### src/sv/quadrature_step_counter_defines.svh
// Assertion macros shared by the quadrature step counter RTL.
// Each macro expects signals named clk and rst in the including module.
`ifndef QUADRATURE_STEP_COUNTER_DEFINES_SVH
`define QUADRATURE_STEP_COUNTER_DEFINES_SVH

// Same-cycle implication, disabled during reset.
`define QSC_ASSERT_NOW(lbl, ante, cons) \
  lbl: assert property (@(posedge clk) disable iff (rst) (ante) |-> (cons)) \
    else $error("quadrature_step_counter: same-cycle check failed");

// Next-cycle implication, disabled during reset.
`define QSC_ASSERT_NEXT(lbl, ante, cons) \
  lbl: assert property (@(posedge clk) disable iff (rst) (ante) |=> (cons)) \
    else $error("quadrature_step_counter: next-cycle check failed");

`endif

### src/sv/qsc_pkg.sv
// Package for the quadrature step counter: operation codes, register indexes,
// reset defaults and the edge decoder control struct. No dependencies.
`timescale 1ns / 1ps

package qsc_pkg;

  // Operation codes of an input beat.
  localparam logic [1:0] OP_TRANSITION = 2'd0;
  localparam logic [1:0] OP_CAPTURE    = 2'd1;
  localparam logic [1:0] OP_ZERO       = 2'd2;

  // Configuration register indexes.
  localparam logic [1:0] REG_REV_STEPS         = 2'd0;
  localparam logic [1:0] REG_COUNT_ALL_EDGES   = 2'd1;
  localparam logic [1:0] REG_REVERSE_DIRECTION = 2'd2;
  localparam logic [1:0] REG_DEBOUNCE_TICKS    = 2'd3;

  localparam int CFG_INDEX_BITS = 2;
  localparam int CFG_DATA_BITS  = 15;

  localparam logic [14:0] REV_STEPS_RESET   = 15'd24;
  localparam int          TIME_BITS_DEFAULT = 28;

  // Direction in which the current quadrature cycle was entered.
  typedef enum logic [1:0] {
    DIR_NONE = 2'd0,
    DIR_INC  = 2'd1,
    DIR_DEC  = 2'd2
  } cycle_dir_t;

  typedef struct packed {
    logic       count;     // a step is counted for this edge
    logic       up;        // counted step goes up
    cycle_dir_t dir_next;  // cycle direction after this edge
  } edge_ctl_t;

endpackage

### src/sv/qsc_edge_decode.sv
// Quadrature edge decoder: classifies a transition between Gray-code phases
// and decides whether it counts. Depends on qsc_pkg.
`timescale 1ns / 1ps

module qsc_edge_decode (
  input  logic                  prev_a,
  input  logic                  prev_b,
  input  logic                  curr_a,
  input  logic                  curr_b,
  input  logic                  count_all_edges,
  input  logic                  reverse_direction,
  input  qsc_pkg::cycle_dir_t   cycle_dir,
  output qsc_pkg::edge_ctl_t    ctl
);
  import qsc_pkg::*;

  logic [1:0] from_phase;
  logic [1:0] to_phase;
  logic       fwd;
  logic       bwd;

  // Phase order A0B0, A1B0, A1B1, A0B1: phase = {a^b... } mapped explicitly.
  function automatic logic [1:0] phase_of(input logic a, input logic b);
    logic [1:0] p;
    unique case ({a, b})
      2'b00:   p = 2'd0;
      2'b10:   p = 2'd1;
      2'b11:   p = 2'd2;
      default: p = 2'd3;
    endcase
    return p;
  endfunction

  assign from_phase = phase_of(prev_a, prev_b);
  assign to_phase   = phase_of(curr_a, curr_b);
  assign fwd        = (to_phase == from_phase + 2'd1);
  assign bwd        = (to_phase == from_phase - 2'd1);

  always_comb begin
    ctl.count    = 1'b0;
    ctl.up       = !reverse_direction;
    ctl.dir_next = cycle_dir;
    if (fwd) begin
      ctl.up = !reverse_direction;
      if (from_phase == 2'd1) begin
        // Closing a forward cycle counts only if it was opened forward, or in all-edge mode.
        ctl.count    = count_all_edges || (cycle_dir == DIR_INC);
        ctl.dir_next = DIR_NONE;
      end else begin
        ctl.count = count_all_edges;
        if (from_phase == 2'd2) begin
          ctl.dir_next = DIR_INC;
        end
      end
    end else if (bwd) begin
      ctl.up = reverse_direction;
      if (from_phase == 2'd3) begin
        ctl.count    = count_all_edges || (cycle_dir == DIR_DEC);
        ctl.dir_next = DIR_NONE;
      end else begin
        ctl.count = count_all_edges;
        if (from_phase == 2'd2) begin
          ctl.dir_next = DIR_DEC;
        end
      end
    end
  end

endmodule

### src/sv/quadrature_step_counter.sv
// Quadrature step counter: one result beat per input beat, registered in the
// cycle after acceptance. A new beat is accepted every cycle through the single
// state-update register stage, and the input side stalls only while a
// result is held back by the output side.
// Synchronous reset clears all counters and internal times, loads register
// defaults and clears out_valid, not capture outputs; no clearing pass is needed.
`timescale 1ns / 1ps

module quadrature_step_counter #(
  parameter int TIME_BITS = qsc_pkg::TIME_BITS_DEFAULT
) (
  input  logic                                clk,
  input  logic                                rst,
  input  logic                                cfg_wr_en,
  input  logic [qsc_pkg::CFG_INDEX_BITS-1:0]  cfg_index,
  input  logic [qsc_pkg::CFG_DATA_BITS-1:0]   cfg_data,
  input  logic                                in_valid,
  output logic                                in_ready,
  input  logic [1:0]                          operation,
  input  logic                                prev_a,
  input  logic                                prev_b,
  input  logic                                curr_a,
  input  logic                                curr_b,
  input  logic [27:0]                         elapsed_ticks,
  output logic                                out_valid,
  input  logic                                out_ready,
  output logic signed [31:0]                  position_count,
  output logic [14:0]                         step_in_turn,
  output logic signed [15:0]                  turn_count,
  output logic signed [31:0]                  capture_change,
  output logic [30:0]                         capture_time,
  output logic                                level_a,
  output logic                                level_b
);
  import qsc_pkg::*;

  `include "quadrature_step_counter_defines.svh"

  localparam logic [31:0] TimeMask = (32'd1 << TIME_BITS) - 32'd1;
  localparam logic [30:0] TimeSat  = 31'h7FFF_FFFF;

  // Configuration registers.
  logic [14:0] rev_steps;
  logic        count_all_edges;
  logic        reverse_direction;
  logic [9:0]  debounce_ticks;

  // Internal state; position, step, turns and levels live in the output ports.
  logic [30:0] pending_time;
  logic [30:0] accum_time;
  cycle_dir_t  cycle_dir;
  logic [31:0] count_at_capture;

  logic [31:0] total_count_next;
  logic [14:0] step_pos_next;
  logic [15:0] turns_next;
  logic [30:0] pending_time_next;
  logic [30:0] accum_time_next;
  cycle_dir_t  cycle_dir_next;
  logic [31:0] count_at_capture_next;
  logic [31:0] capture_change_next;
  logic [30:0] capture_time_next;
  logic        level_a_next;
  logic        level_b_next;

  edge_ctl_t   ctl;
  logic        accept;

  // Short names for the checks at the end.
  logic        beat_transition;
  logic        beat_capture;
  logic        beat_zero;
  logic        caps_zero;
  logic        counts_zero;
  logic [1:0]  levels_in;
  logic [1:0]  levels_out;

  function automatic logic [30:0] sat_add(input logic [30:0] x, input logic [30:0] y);
    logic [31:0] s;
    s = {1'b0, x} + {1'b0, y};
    return s[31] ? TimeSat : s[30:0];
  endfunction

  assign in_ready = !out_valid || out_ready;
  assign accept   = in_valid && in_ready;

  qsc_edge_decode u_decode (
    .prev_a            (prev_a),
    .prev_b            (prev_b),
    .curr_a            (curr_a),
    .curr_b            (curr_b),
    .count_all_edges   (count_all_edges),
    .reverse_direction (reverse_direction),
    .cycle_dir         (cycle_dir),
    .ctl               (ctl)
  );

  always_comb begin
    logic [31:0] ticks_masked;
    logic [30:0] t_edge;
    logic [30:0] t_total;
    logic [14:0] cpr;
    logic [15:0] step_inc;

    ticks_masked = {4'd0, elapsed_ticks} & TimeMask;
    t_edge   = sat_add(ticks_masked[30:0], {21'd0, debounce_ticks});
    t_total  = count_all_edges ? t_edge : sat_add(t_edge, pending_time);
    cpr      = (rev_steps == 15'd0) ? 15'd1 : rev_steps;
    step_inc = {1'b0, step_in_turn} + 16'd1;

    total_count_next      = position_count;
    step_pos_next         = step_in_turn;
    turns_next            = turn_count;
    pending_time_next     = pending_time;
    accum_time_next       = accum_time;
    cycle_dir_next        = cycle_dir;
    count_at_capture_next = count_at_capture;
    capture_change_next   = 32'd0;
    capture_time_next     = 31'd0;
    level_a_next          = level_a;
    level_b_next          = level_b;

    unique case (operation)
      OP_TRANSITION: begin
        level_a_next   = curr_a;
        level_b_next   = curr_b;
        cycle_dir_next = ctl.dir_next;
        if (!count_all_edges) begin
          pending_time_next = t_total;
        end
        if (ctl.count) begin
          pending_time_next = 31'd0;
          accum_time_next   = sat_add(accum_time, t_total);
          if (ctl.up) begin
            total_count_next = position_count + 32'sd1;
            if (step_inc >= {1'b0, cpr}) begin
              step_pos_next = 15'(step_inc - {1'b0, cpr});
              turns_next    = turn_count + 16'sd1;
            end else begin
              step_pos_next = step_inc[14:0];
            end
          end else begin
            total_count_next = position_count - 32'sd1;
            if (step_in_turn == 15'd0) begin
              step_pos_next = cpr - 15'd1;
              turns_next    = turn_count - 16'sd1;
            end else begin
              step_pos_next = step_in_turn - 15'd1;
            end
          end
        end
      end
      OP_CAPTURE: begin
        capture_change_next   = position_count - count_at_capture;
        count_at_capture_next = position_count;
        capture_time_next     = accum_time;
        accum_time_next       = 31'd0;
      end
      OP_ZERO: begin
        total_count_next      = 32'd0;
        step_pos_next         = 15'd0;
        turns_next            = 16'd0;
        pending_time_next     = 31'd0;
        accum_time_next       = 31'd0;
        cycle_dir_next        = DIR_NONE;
        count_at_capture_next = 32'd0;
      end
      default: begin
        // Unused code: state is reported unchanged.
      end
    endcase
  end

  always_ff @(posedge clk) begin
    if (rst) begin
      rev_steps         <= REV_STEPS_RESET;
      count_all_edges   <= 1'b0;
      reverse_direction <= 1'b0;
      debounce_ticks    <= 10'd0;
    end else if (cfg_wr_en) begin
      unique case (cfg_index)
        REG_REV_STEPS:         rev_steps         <= cfg_data;
        REG_COUNT_ALL_EDGES:   count_all_edges   <= cfg_data[0];
        REG_REVERSE_DIRECTION: reverse_direction <= cfg_data[0];
        REG_DEBOUNCE_TICKS:    debounce_ticks    <= cfg_data[9:0];
        default: begin
        end
      endcase
    end
  end

  // The state registers double as the result register: they change only on
  // an accepted beat, which happens only when the previous result is gone.
  always_ff @(posedge clk) begin
    if (rst) begin
      out_valid        <= 1'b0;
      position_count   <= 32'sd0;
      step_in_turn     <= 15'd0;
      turn_count       <= 16'sd0;
      pending_time     <= 31'd0;
      accum_time       <= 31'd0;
      cycle_dir        <= DIR_NONE;
      count_at_capture <= 32'd0;
      level_a          <= 1'b0;
      level_b          <= 1'b0;
    end else begin
      if (accept) begin
        out_valid        <= 1'b1;
        position_count   <= total_count_next;
        step_in_turn     <= step_pos_next;
        turn_count       <= turns_next;
        pending_time     <= pending_time_next;
        accum_time       <= accum_time_next;
        cycle_dir        <= cycle_dir_next;
        count_at_capture <= count_at_capture_next;
        level_a          <= level_a_next;
        level_b          <= level_b_next;
      end else if (out_ready) begin
        out_valid <= 1'b0;
      end
    end
  end

  always_ff @(posedge clk) begin
    if (accept) begin
      capture_change <= capture_change_next;
      capture_time   <= capture_time_next;
    end
  end

  assign beat_transition = accept && (operation == OP_TRANSITION);
  assign beat_capture    = accept && (operation == OP_CAPTURE);
  assign beat_zero       = accept && (operation == OP_ZERO);
  assign caps_zero       = (capture_change == 32'sd0) && (capture_time == 31'd0);
  assign counts_zero     = (position_count == 32'sd0) && (step_in_turn == 15'd0) &&
                           (turn_count == 16'sd0);
  assign levels_in       = {curr_a, curr_b};
  assign levels_out      = {level_a, level_b};

  `QSC_ASSERT_NEXT(a_nocap_zero, accept && !beat_capture, caps_zero)
  `QSC_ASSERT_NEXT(a_zero_clears, beat_zero, counts_zero)
  `QSC_ASSERT_NEXT(a_levels_follow, beat_transition, out_valid && (levels_out == $past(levels_in)))
  `QSC_ASSERT_NOW(a_capture_clears, out_valid && (capture_time != 31'd0), accum_time == 31'd0)

endmodule

### config.mk
export PLATFORM = sky130hd
export DESIGN_NAME = quadrature_step_counter
export DESIGN_NICKNAME = d
export VERILOG_FILES = /design/src/sv/qsc_pkg.sv /design/src/sv/qsc_edge_decode.sv /design/src/sv/quadrature_step_counter.sv
export VERILOG_INCLUDE_DIRS = /design/src /design/src/sv
export SDC_FILE = /design/constraint.sdc
export NUM_CORES = 1
export LEC_CHECK = 0
export BUFFER_PORTS_ARGS = -buffer_cell sky130_fd_sc_hd__clkbuf_2
export CORE_MARGIN = 3
export CORE_UTILIZATION = 50
export CTS_BUF_LIST = sky130_fd_sc_hd__clkbuf_4 sky130_fd_sc_hd__clkbuf_8
export DETAILED_ROUTE_END_ITERATION = 8
export GPL_TIMING_DRIVEN = 0
export PLACE_DENSITY = 0.72
export SYNTH_ARGS = -nofsm -noshare
export SYNTH_HDL_FRONTEND = slang
export SYNTH_SLANG_ARGS = --single-unit
export TNS_END_PERCENT = 5
### constraint.sdc
create_clock -name clk -period 6.9 [get_ports clk]
set_input_delay 0.345 -clock clk [delete_from_list [all_inputs] [get_ports clk]]
set_output_delay 0.345 -clock clk [all_outputs]
set_load 0.01 [all_outputs]
* Word-level counts from Yosys, hierarchy flattened *
Cells that the tools add are included.

storage, ports and cells
  register bits after elaboration = 252
  bits of input ports = 56
  output and inout bits = 130
  word-level logic and storage cells = 119

cells by class
  $add $sub $neg = 14
  magnitude comparators = 1
  equality and inequality tests = 23
  muxes and demuxes = 37
  reduce and logical (&&, ||, !) cells = 28

operators by type and width
  kind                                                number
  two-way mux 31 bit                                  7
  one-hot mux 32 bit (2 select lines)                 2
  one-hot mux 31 bit (2 select lines)                 2
  two-way mux 15 bit                                  5
  adder 31 x 31 -> 32 bit                             2
  two-way mux 16 bit                                  4
  two-way mux 32 bit                                  2
  adder 32 x 2 -> 32 bit, second input constant       1
  one-hot mux 16 bit (2 select lines)                 1
  subtractor 32 x 2 -> 32 bit, second input constant  1
  subtractor 32 bit                                   1
  zero test 15 bit                                    2
  one-hot mux 15 bit (2 select lines)                 1
  subtractor 15 x 1 -> 15 bit, second input constant  2
  adder 28 x 10 -> 29 bit                             1
  == test 2 bit, second input constant                10
  adder 15 x 1 -> 16 bit, second input constant       1
  adder 16 x 2 -> 16 bit, second input constant       1
  greater-or-equal comparator 16 x 15 -> 1 bit        1
  subtractor 16 x 2 -> 16 bit, second input constant  1
  subtractor 15 bit                                   1
  one-hot mux 2 bit (3 select lines)                  2
  AND reduction 2 bit                                 6
  AND reduction 5 bit                                 2
  other kinds (21)                                    44

* Logic depth before layout (Yosys ltp) *
Gate-level depths: netlist of the first run.

  depth after elaboration = 10
  mapped depth = 37
  gate-level depth less buffers = 34

* Modules after synthesis *
A second synthesis of the first run with hierarchy kept.

second synthesis, totals
  cell total of the unflattened synthesis = 2,327
  area total of the unflattened synthesis = 18,679.2 um^2

modules (own cells, without submodules)
  module                   instances  cells each  area each (um^2)  seq. area each (um^2)
  quadrature_step_counter  1          2,297       18,432.7          5,675.4
  qsc_edge_decode          1          30          246.5             0.0

* Worst setup path after synthesis of the first run *
No wires, ideal clock.

  kind = input to register
  from = input port elapsed_ticks[0]
  to = register accum_time[17]
  setup time = 0.079 ns
  data arrival time = 6.937 ns
  required time = 6.821 ns
  path slack = -0.116 ns
  stages on the path = 35
  buffers on the path = 6
  cell sequence = ha_1 inv_1 fa_1 nor2b_1 o21ai_0 a21boi_0 o21ai_1 a211o_1 a21oi_1 and4_1 xor2_1 ha_1 clkbuf_1 a21o_1 a21oi_1 o21ai_1 a21o_1 a211oi_1 a21oi_2 or2_1 buf_2 buf_2 o22a_1 ha_1 clkbuf_1 o211ai_1 a211o_1 o21ai_1 a21oi_1 or3b_1 a41oi_1 buf_4 buf_4 nand2_2 o211ai_1

on the way
  word-level cells in the longest chain between the ends = 9

RTL lines
  what                                   line                            text
  from (decl)                            quadrature_step_counter.sv:24   input logic [27:0] elapsed_ticks,
  adder 28 x 10 -> 29 bit *              quadrature_step_counter.sv:80   s = {1'b0, x} + {1'b0, y};
  two-way mux 31 bit *                   quadrature_step_counter.sv:81   return s[31] ? TimeSat : s[30:0];
  adder 31 x 31 -> 32 bit                quadrature_step_counter.sv:80
  two-way mux 31 bit                     quadrature_step_counter.sv:81
  two-way mux 31 bit *                   quadrature_step_counter.sv:107  t_total = count_all_edges ? t_edge : sat_add(t_edge, pending_time);
  adder 31 x 31 -> 32 bit *              quadrature_step_counter.sv:80
  two-way mux 31 bit *                   quadrature_step_counter.sv:81
  two-way mux 31 bit *                   quadrature_step_counter.sv:131  if (ctl.count) begin
  one-hot mux 31 bit (2 select lines) *  quadrature_step_counter.sv:123  unique case (operation)
  to (signal assigned)                   quadrature_step_counter.sv:213  accum_time <= accum_time_next;
  to (decl)                              quadrature_step_counter.sv:50   logic [30:0] accum_time;

Mark *: on every way between the ends. The rest lies on a longest branch, timed or not. The select of a mux whose other input is x is not followed.
A chain may end at the register's enable or synchronous reset.

* Worst setup path in the final report of the first run *
  from = register debounce_ticks[0]
  to = register accum_time[19]

on the way
  word-level cells in the longest chain between the ends = 9

RTL lines
  what                                   line                            text
  from (decl)                            quadrature_step_counter.sv:46   logic [9:0] debounce_ticks;
  from (signal assigned)                 quadrature_step_counter.sv:185  REG_DEBOUNCE_TICKS: debounce_ticks <= cfg_data[9:0];
  adder 28 x 10 -> 29 bit *              quadrature_step_counter.sv:80
  two-way mux 31 bit *                   quadrature_step_counter.sv:81
  adder 31 x 31 -> 32 bit                quadrature_step_counter.sv:80
  two-way mux 31 bit                     quadrature_step_counter.sv:81
  two-way mux 31 bit *                   quadrature_step_counter.sv:107
  adder 31 x 31 -> 32 bit *              quadrature_step_counter.sv:80
  two-way mux 31 bit *                   quadrature_step_counter.sv:81
  two-way mux 31 bit *                   quadrature_step_counter.sv:131
  one-hot mux 31 bit (2 select lines) *  quadrature_step_counter.sv:123

Marked as above.

==> out/qor.yml, run 1 <==
synth:
  syn_nets: 2597
  ys_top_cells_by_count: "nand2_1, a21oi_1, nor2_1"
  synth-seq-cells: 252
  yosys.area.top_type: "dfxtp_1"
  synth_cell_types: 82
  yosys_warnings: 0
  avgSynthCellArea_um2: 7.99
  seq_area_frac_synth_pct: 30.1
  synth-edff-count: 63
  yosys_most_used_dff: "dfxtp_1"
  synthTopCellsByArea: "dfxtp_1, ha_1, edfxtp_1"
  synth_top_area_share_pct: 20.1
  synth_most_common_cell: "nand2_1"
  async_reset_ff_share_pct: 0
  synthCells: 2360
  syn_area_um2: 18900
timing:
  setup_violations: 0
  fmax_mhz: 147
  timing.max_slew.rel_slack_pct: 12.7
  slew_violations: 0
  setup_tns_ps: 0
  worst_slew_pin_slew_ps: 1300
  hold_violations: 0
  period_minus_slack_ps: 6790
  post-route-period-util_pct: 98.4
  skew_ps: 23.5
  grt_setup_unrepaired: "true"
die:
  start_util_pct: 51.2
  die_h_um: 200
  num_io_pins: 186
  core.rowCount: 70
  core_area_um2: 36900
  die-width_um: 200
  die-area_um2: 40100
cts:
  insertion_delay_ps: 620
  clk_pin_slew_ps: 60
  cts_buffer_depth: 3
  clkSinkCount: 252
  cts_buffers: 45
  cts_root_buf: "clkbuf_8"
  htree_levels: 2
  cts_tree: "yes"
status:
  run_status: "completed"
final_layout:
  area_growth_pct: 18.2
  finalNonFillerCells: 3187
  final_nets: 2885
  drive_gt1_share_pct: 15.2
  utilization_pct: 60.5
power_and_ir_drop:
  clock_power_share_pct: 37.2
  power.internal_mw: 2.67
  pwr-share-comb_pct: 22.1
  p_leak_nw: 10.0
  power_density_nw_per_um2: 174
  power.switching_mw: 1.20
  seq_power_share_pct: 40.7
  swShare_pct: 30.9
  ir_drop_uv: 101
run:
  maxCapViolations: 0
placement:
  dp_cells: 3051
  gp_congestion: 0.948
  dp.final_hpwl_um: 43700
  portBuffers: 185
setup_path:
  critPathKind: "reg2reg"
  slowest_delay_ps: 410
  crit_path_frequent_cell: "o21ai_2"
  rr_worst_depth: 34
  worstPathArrival_ps: 7300
  critical_path_peak_fanout: 8
  required_ps: 7410
  r2r_setup_slack_ps: 110
  crit_slowest_cell: "a311oi_1"
  crit_path_end_kind: "register"
  r2r_end: "accum_time[19]"
  critPathLaunchType: "register"
  worst_r2r_startpoint: "debounce_ticks[0]"
route:
  highest_layer: "met4"
  route.detailed.drc: 0
  viasPerCell: 5.85
  finalWirelength_um: 58000
  wl_met1_um: 25700
  wl_per_cell_um: 18.2
  dr_wl_met3_um: 4030
  ant_nets: 0
  dr.pass1.iters: 6
  drt_iter0_drc: 1484
  vias: 18600
  wl_met2_um: 26000
worst_hold_path:
  hold_path.startpoint: "cfg_data[0]"
  whs_endpoint: "debounce_ticks[0]"
  hp-class: "in2reg"
  hold_depth: 3
global_routing:
  grt_pass1_vias: 17500
  antenna_found_initial: 0
  grt_first_pass_wirelength_um: 90700
  grt_max_degree: 64
  overflow: 0
  grt_usage_pct: 27.3
[critical path, delay by kind of cell (launching register included)]
family	cells	cell delay [ps]
XOR/XNOR	2	310
buffers and inverters	5	600
AO/OA/AOI/OAI	18	3430
adder cells (fa/ha/maj)	4	1050
flip-flops	1	350
AND/OR/NAND/NOR	5	930
[area by class of cell]
cell class | count | area, um2
fillers | 3319 | 14600
multi-input cells | 1902 | 12800
flip-flops and latches | 252 | 5680
repair buffers | 243 | 1470
clock buffers | 65 | 807
well taps | 504 | 631
plain buffers | 90 | 428
inverters | 114 | 428
clock inverters | 16 | 98.8
diodes | 1 | 2.50
[power by group through the flow]
| stage | clock network (mW) | logic [mW] | registers, mW |
|---|---|---|---|
| final | 1.44 | 0.854 | 1.58 |
| after CTS | 1.47 | 0.815 | 1.58 |
| after global routing | 1.54 | 0.933 | 1.58 |
| after floorplan | 0 | 0.552 | 1.61 |
| after global placement | 0 | 0.758 | 1.61 |
| after detailed placement | 0 | 0.780 | 1.61 |
[layout by cell type, fill, tap and decap left out, types with 14 or more instances in the layout]
cell / Yosys / final
a211o_1: 15 / 15
a211oi_1: 27 / 24
a21o_1: 67 / 67
a21oi_1: 229 / 220
a31oi_1: 19 / 18
and2_1: 44 / 43
and3_1: 27 / 26
buf_4: 2 / 36
clkbuf_1: 77 / 71
clkbuf_2: 0 / 187
clkbuf_4: 0 / 16
clkbuf_8: 0 / 51
dfxtp_1: 189 / 188
dlygate4sd3_1: 0 / 15
edfxtp_1: 63 / 63
ha_1: 174 / 165
inv_1: 113 / 112
mux2i_1: 31 / 31
nand2_1: 272 / 270
nand2b_1: 18 / 18
nand3_1: 48 / 48
nand4_1: 24 / 24
nor2_1: 216 / 210
nor2b_1: 16 / 14
nor3_1: 55 / 55
nor3b_1: 33 / 33
nor4_1: 17 / 17
o211ai_1: 22 / 22
o21a_1: 30 / 30
o21ai_0: 132 / 123
o21ai_1: 24 / 25
o21bai_1: 14 / 14
or3_1: 32 / 32
xnor2_1: 90 / 89
xor2_1: 65 / 63
[logic make-up after synthesis]
| group | after synthesis | synth area share (%) |
|---|---|---|
| multiplexers | 31 | 1.64 |
| AO/OA/AOI/OAI | 694 | 23.2 |
| adder cells (fa/ha/maj) | 181 | 12.3 |
| buffers and inverters | 206 | 4.24 |
| XOR/XNOR | 156 | 7.28 |
| flip-flops | 252 | 30.1 |
| AND/OR/NAND/NOR | 840 | 21.3 |
[stage by stage]
stage	power, mW	area [um2]	setup WS (ps)	hold slack (ps)
final	3.87	22300	113	29.1
after global routing	4.05	22300	-295	8.41
after CTS	3.87	21900	2.83	4.37
after detailed placement	2.39	20500	-1530	439
after global placement	2.37	20400	-1490	430
after floorplan	2.16	18900	68.4	422
[per-layer routing]
| metal | vias up | track usage [%] |
|---|---|---|
| met2 | 646 | 43.9 |
| li1 | 9091 | - |
| met4 | 0 | 10.6 |
| met5 | - | 0 |
| met1 | 8759 | 36.5 |
| met3 | 141 | 5.22 |
[timing repair]
| item | 4_1_cts | 5_1_grt |
|---|---|---|
| pin swaps | 23 | 57 |
| setup endpoints to repair | 31 | 31 |
| setup buffers | 20 | 19 |
| gates cloned | 0 | 2 |
| hold buffers | 15 | 0 |
| hold endpoints to repair | 23 | 0 |
| gates resized for setup | 56 | 48 |
[how the worst max path moves through the flow]
stage,endpoint,cells past startpoint,slack [ps],from
after floorplan,accum_time[17],35,70,elapsed_ticks[0]
after global placement,accum_time[17],37,-1490,elapsed_ticks[0]
after detailed placement,accum_time[17],37,-1530,elapsed_ticks[0]
after CTS,accum_time[17],34,3,debounce_ticks[0]
after global routing,accum_time[19],35,-290,debounce_ticks[0]
final,accum_time[19],34,110,debounce_ticks[0]
[state kept, by name, indices dropped and copies added, names as in the netlist]
name,count
accum_time,31
pending_time,31
turn_count,16
count_at_capture,32
level_a,1
rev_steps,15
position_count,32
capture_change,32
cycle_dir,2
step_in_turn,15
debounce_ticks,10
level_b,1
reverse_direction,1
count_all_edges,1
capture_time,31
out_valid,1
Note: power is estimated with default switching activity, not from simulation.
==> inputs of run 2 (changes only) <==
--- a/config.mk
+++ b/config.mk
@@ -6,13 +6,14 @@
 export SDC_FILE = /design/constraint.sdc
 export NUM_CORES = 1
 export LEC_CHECK = 0
-export BUFFER_PORTS_ARGS = -buffer_cell sky130_fd_sc_hd__clkbuf_2
+export CORE_ASPECT_RATIO = 1.4
 export CORE_MARGIN = 3
 export CORE_UTILIZATION = 50
 export CTS_BUF_LIST = sky130_fd_sc_hd__clkbuf_4 sky130_fd_sc_hd__clkbuf_8
 export DETAILED_ROUTE_END_ITERATION = 8
+export DONT_BUFFER_PORTS = 1
 export GPL_TIMING_DRIVEN = 0
-export PLACE_DENSITY = 0.72
+export PLACE_DENSITY = 0.68
 export SYNTH_ARGS = -nofsm -noshare
 export SYNTH_HDL_FRONTEND = slang
 export SYNTH_SLANG_ARGS = --single-unit
==> run 2 against run 1 <==
Critical path depth increased by 3. First-iteration DRC count decreased by 32%. Largest cell class unchanged. Die area about the same. Register-to-register slack improved by 90 ps. Worst setup slack improved by 88 ps. Design area decreased by 2.4%. Sequential share of layout area increased by 0.63 points. Clock skew increased by 24 ps. Largest power group is now the clock network. Combinational power decreased by 2%. Critical path type unchanged.
==> out/qor.yml, run 2 (synthesis gave the netlist of run 1 again) <==
status:
  run_status: "completed"
cts:
  cts_buffers: 42  # -6.7%
  cts_tree: "yes"
  cts_buffer_depth: 3  # unchanged
  clk_pin_slew_ps: 70  # about the same
  htree_levels: 2  # unchanged
  cts_root_buf: "clkbuf_8"
  insertion_delay_ps: 600  # -20 ps
  clkSinkCount: 252  # unchanged
timing:
  slew_violations: 0  # unchanged
  skew_ps: 47.4  # +23.9 ps
  grt_setup_unrepaired: "true"
  period_minus_slack_ps: 6700  # -87.6 ps
  timing.max_slew.rel_slack_pct: 20.9  # +8.2 points
  worst_slew_pin_slew_ps: 1180  # -122 ps
  setup_ws_ps: 200  # +87.6 ps
  setup_violations: 0  # unchanged
  fmax_mhz: 149  # +1.3%
  hold_violations: 0  # unchanged
  post-route-period-util_pct: 97.1  # -1.3 points
global_routing:
  grt_pass1_vias: 17400  # -0.48%
  grt_usage_pct: 27.5  # +0.18 points
  antenna_found_initial: 1  # +1
  overflow: 0  # unchanged
  grt_first_pass_wirelength_um: 89700  # -1.1%
  grt_max_degree: 69  # +7.8%
die:
  die_h_um: 236  # +18%
  die-area_um2: 40100  # about the same
  die-width_um: 170  # -15%
  num_io_pins: 186  # unchanged
  core_area_um2: 37000  # +0.26%
  core.rowCount: 83  # +19%
  start_util_pct: 51.0  # -0.14 points
placement:
  dp.final_hpwl_um: 44000  # +0.83%
  gp_congestion: 0.972  # +2.5%
  dpl_worst_slack_ps: -1620  # -95.5 ps
  portBuffers: 0  # -100%
setup_path:
  worstPathArrival_ps: 7170  # -130 ps
  crit_slowest_cell: "a2111o_1"
  critPathKind: "reg2reg"
  slowest_delay_ps: 480  # +70 ps
  critical_path_peak_fanout: 7  # -1
  critPathLaunchType: "register"
  crit_path_end_kind: "register"
  required_ps: 7370  # -40 ps
final_layout:
  drive_gt1_share_pct: 10.4  # -4.8 points
  final_cell_mix: "nand2_1, a21oi_1, nor2_1, dfxtp_1, ha_1"
  layout_commonest_cell: "nand2_1"
  reg_top3: "capture_change (32), count_at_capture (32), position_count (32)"
  area_growth_pct: 15.4
  regArea_um2: 5680  # unchanged
  final_nets: 2717  # -5.8%
  multi_input_area_um2: 12900  # +1.4%
  n_fill_cell: 3409  # +2.7%
route:
  dr.pass1.iters: 7  # +1
  route.detailed.drc: 0  # unchanged
  drt_iter0_drc: 1008  # -32%
  finalWirelength_um: 57700  # -0.64%
  wl_per_cell_um: 19.3  # +6.2%
  viasPerCell: 5.94  # +1.6%
  vias: 17700  # -5.0%
  ant_nets: 0  # unchanged
power_and_ir_drop:
  p_leak_nw: 9.34  # -6.8%
  ir_drop_uv: 136  # +34%
  power_mw: 4.05  # +4.5%
  power_density_nw_per_um2: 186  # +7.1%
worst_hold_path:
  hp-class: "in2reg"
run:
  maxCapViolations: 0  # unchanged
[run 2: worst max-delay path: cells and delay by family, from the launching register on]
kind	cells	cell delay, ps
AND/OR/NAND/NOR	10	1230
flip-flops	1	360
buffers and inverters	6	560
multiplexers	1	220
adder cells (fa/ha/maj)	5	1340
AO/OA/AOI/OAI	14	2680
XOR/XNOR	1	200
[run 2: layout make-up]
| type | count | share of cell area (%) |
|---|---|---|
| buffer | 90 | 1.98 |
| clock buffer | 56 | 3.34 |
| timing repair buffer | 78 | 3.14 |
| antenna | 1 | 0.0115 |
| multi-input combinational | 1902 | 59.5 |
| inverter | 114 | 1.97 |
| tap | 467 | 2.68 |
| clock inverter | 22 | 1.34 |
| sequential | 252 | 26.1 |
[run 2: path summary, 6_finish.rpt]
kind                      end  depth (start not counted)               from  slack [ps]
max            accum_time[30]                         37  debounce_ticks[0]         200
min           count_all_edges                          3       cfg_index[1]          40
max reg2reg    accum_time[30]                         37  debounce_ticks[0]         200
min reg2reg  pending_time[27]                          2   pending_time[27]         450
[run 2: per-layer routing]
metal	wire length [um]	track usage [%]
met1	22200	30.4
met2	28600	48.6
met3	3210	4.84
met4	3640	16.4
met5	0	0
[run 2: repair_timing]
| action | CTS | global route |
|---|---|---|
| resized for setup | 82 | 66 |
| setup endpoints to repair | 31 | 31 |
| hold endpoints to repair | 30 | 0 |
| buffers inserted | 28 | 28 |
| gates cloned | 0 | 1 |
| pin swaps | 32 | 63 |
| hold buffers | 20 | 0 |
[run 2: through the flow]
stage / hold WS [ps] / instance area [um2] / TNS, ps / utilization [%] / std cells
5_1_grt: 57.4 / 21800 / -4590 / 58.9 / 2982
6_report: 39.6 / 21800 / 0 / 58.9 / 2982
2_1_floorplan: 422 / 18900 / 0 / - / 2360
3_5_place_dp: 437 / 19500 / -47320 / 52.7 / 2828
4_1_cts: 15.9 / 21300 / -9.31 / 57.5 / 2952
3_3_place_gp: 435 / 19500 / -43210 / 52.6 / 2827
[run 2: where the power goes]
| group | internal, mW | switching, mW |
|---|---|---|
| Sequential | 1.55 | 0.0396 |
| Clock | 0.955 | 0.660 |
| Combinational | 0.331 | 0.509 |
| Total | 2.84 | 1.21 |
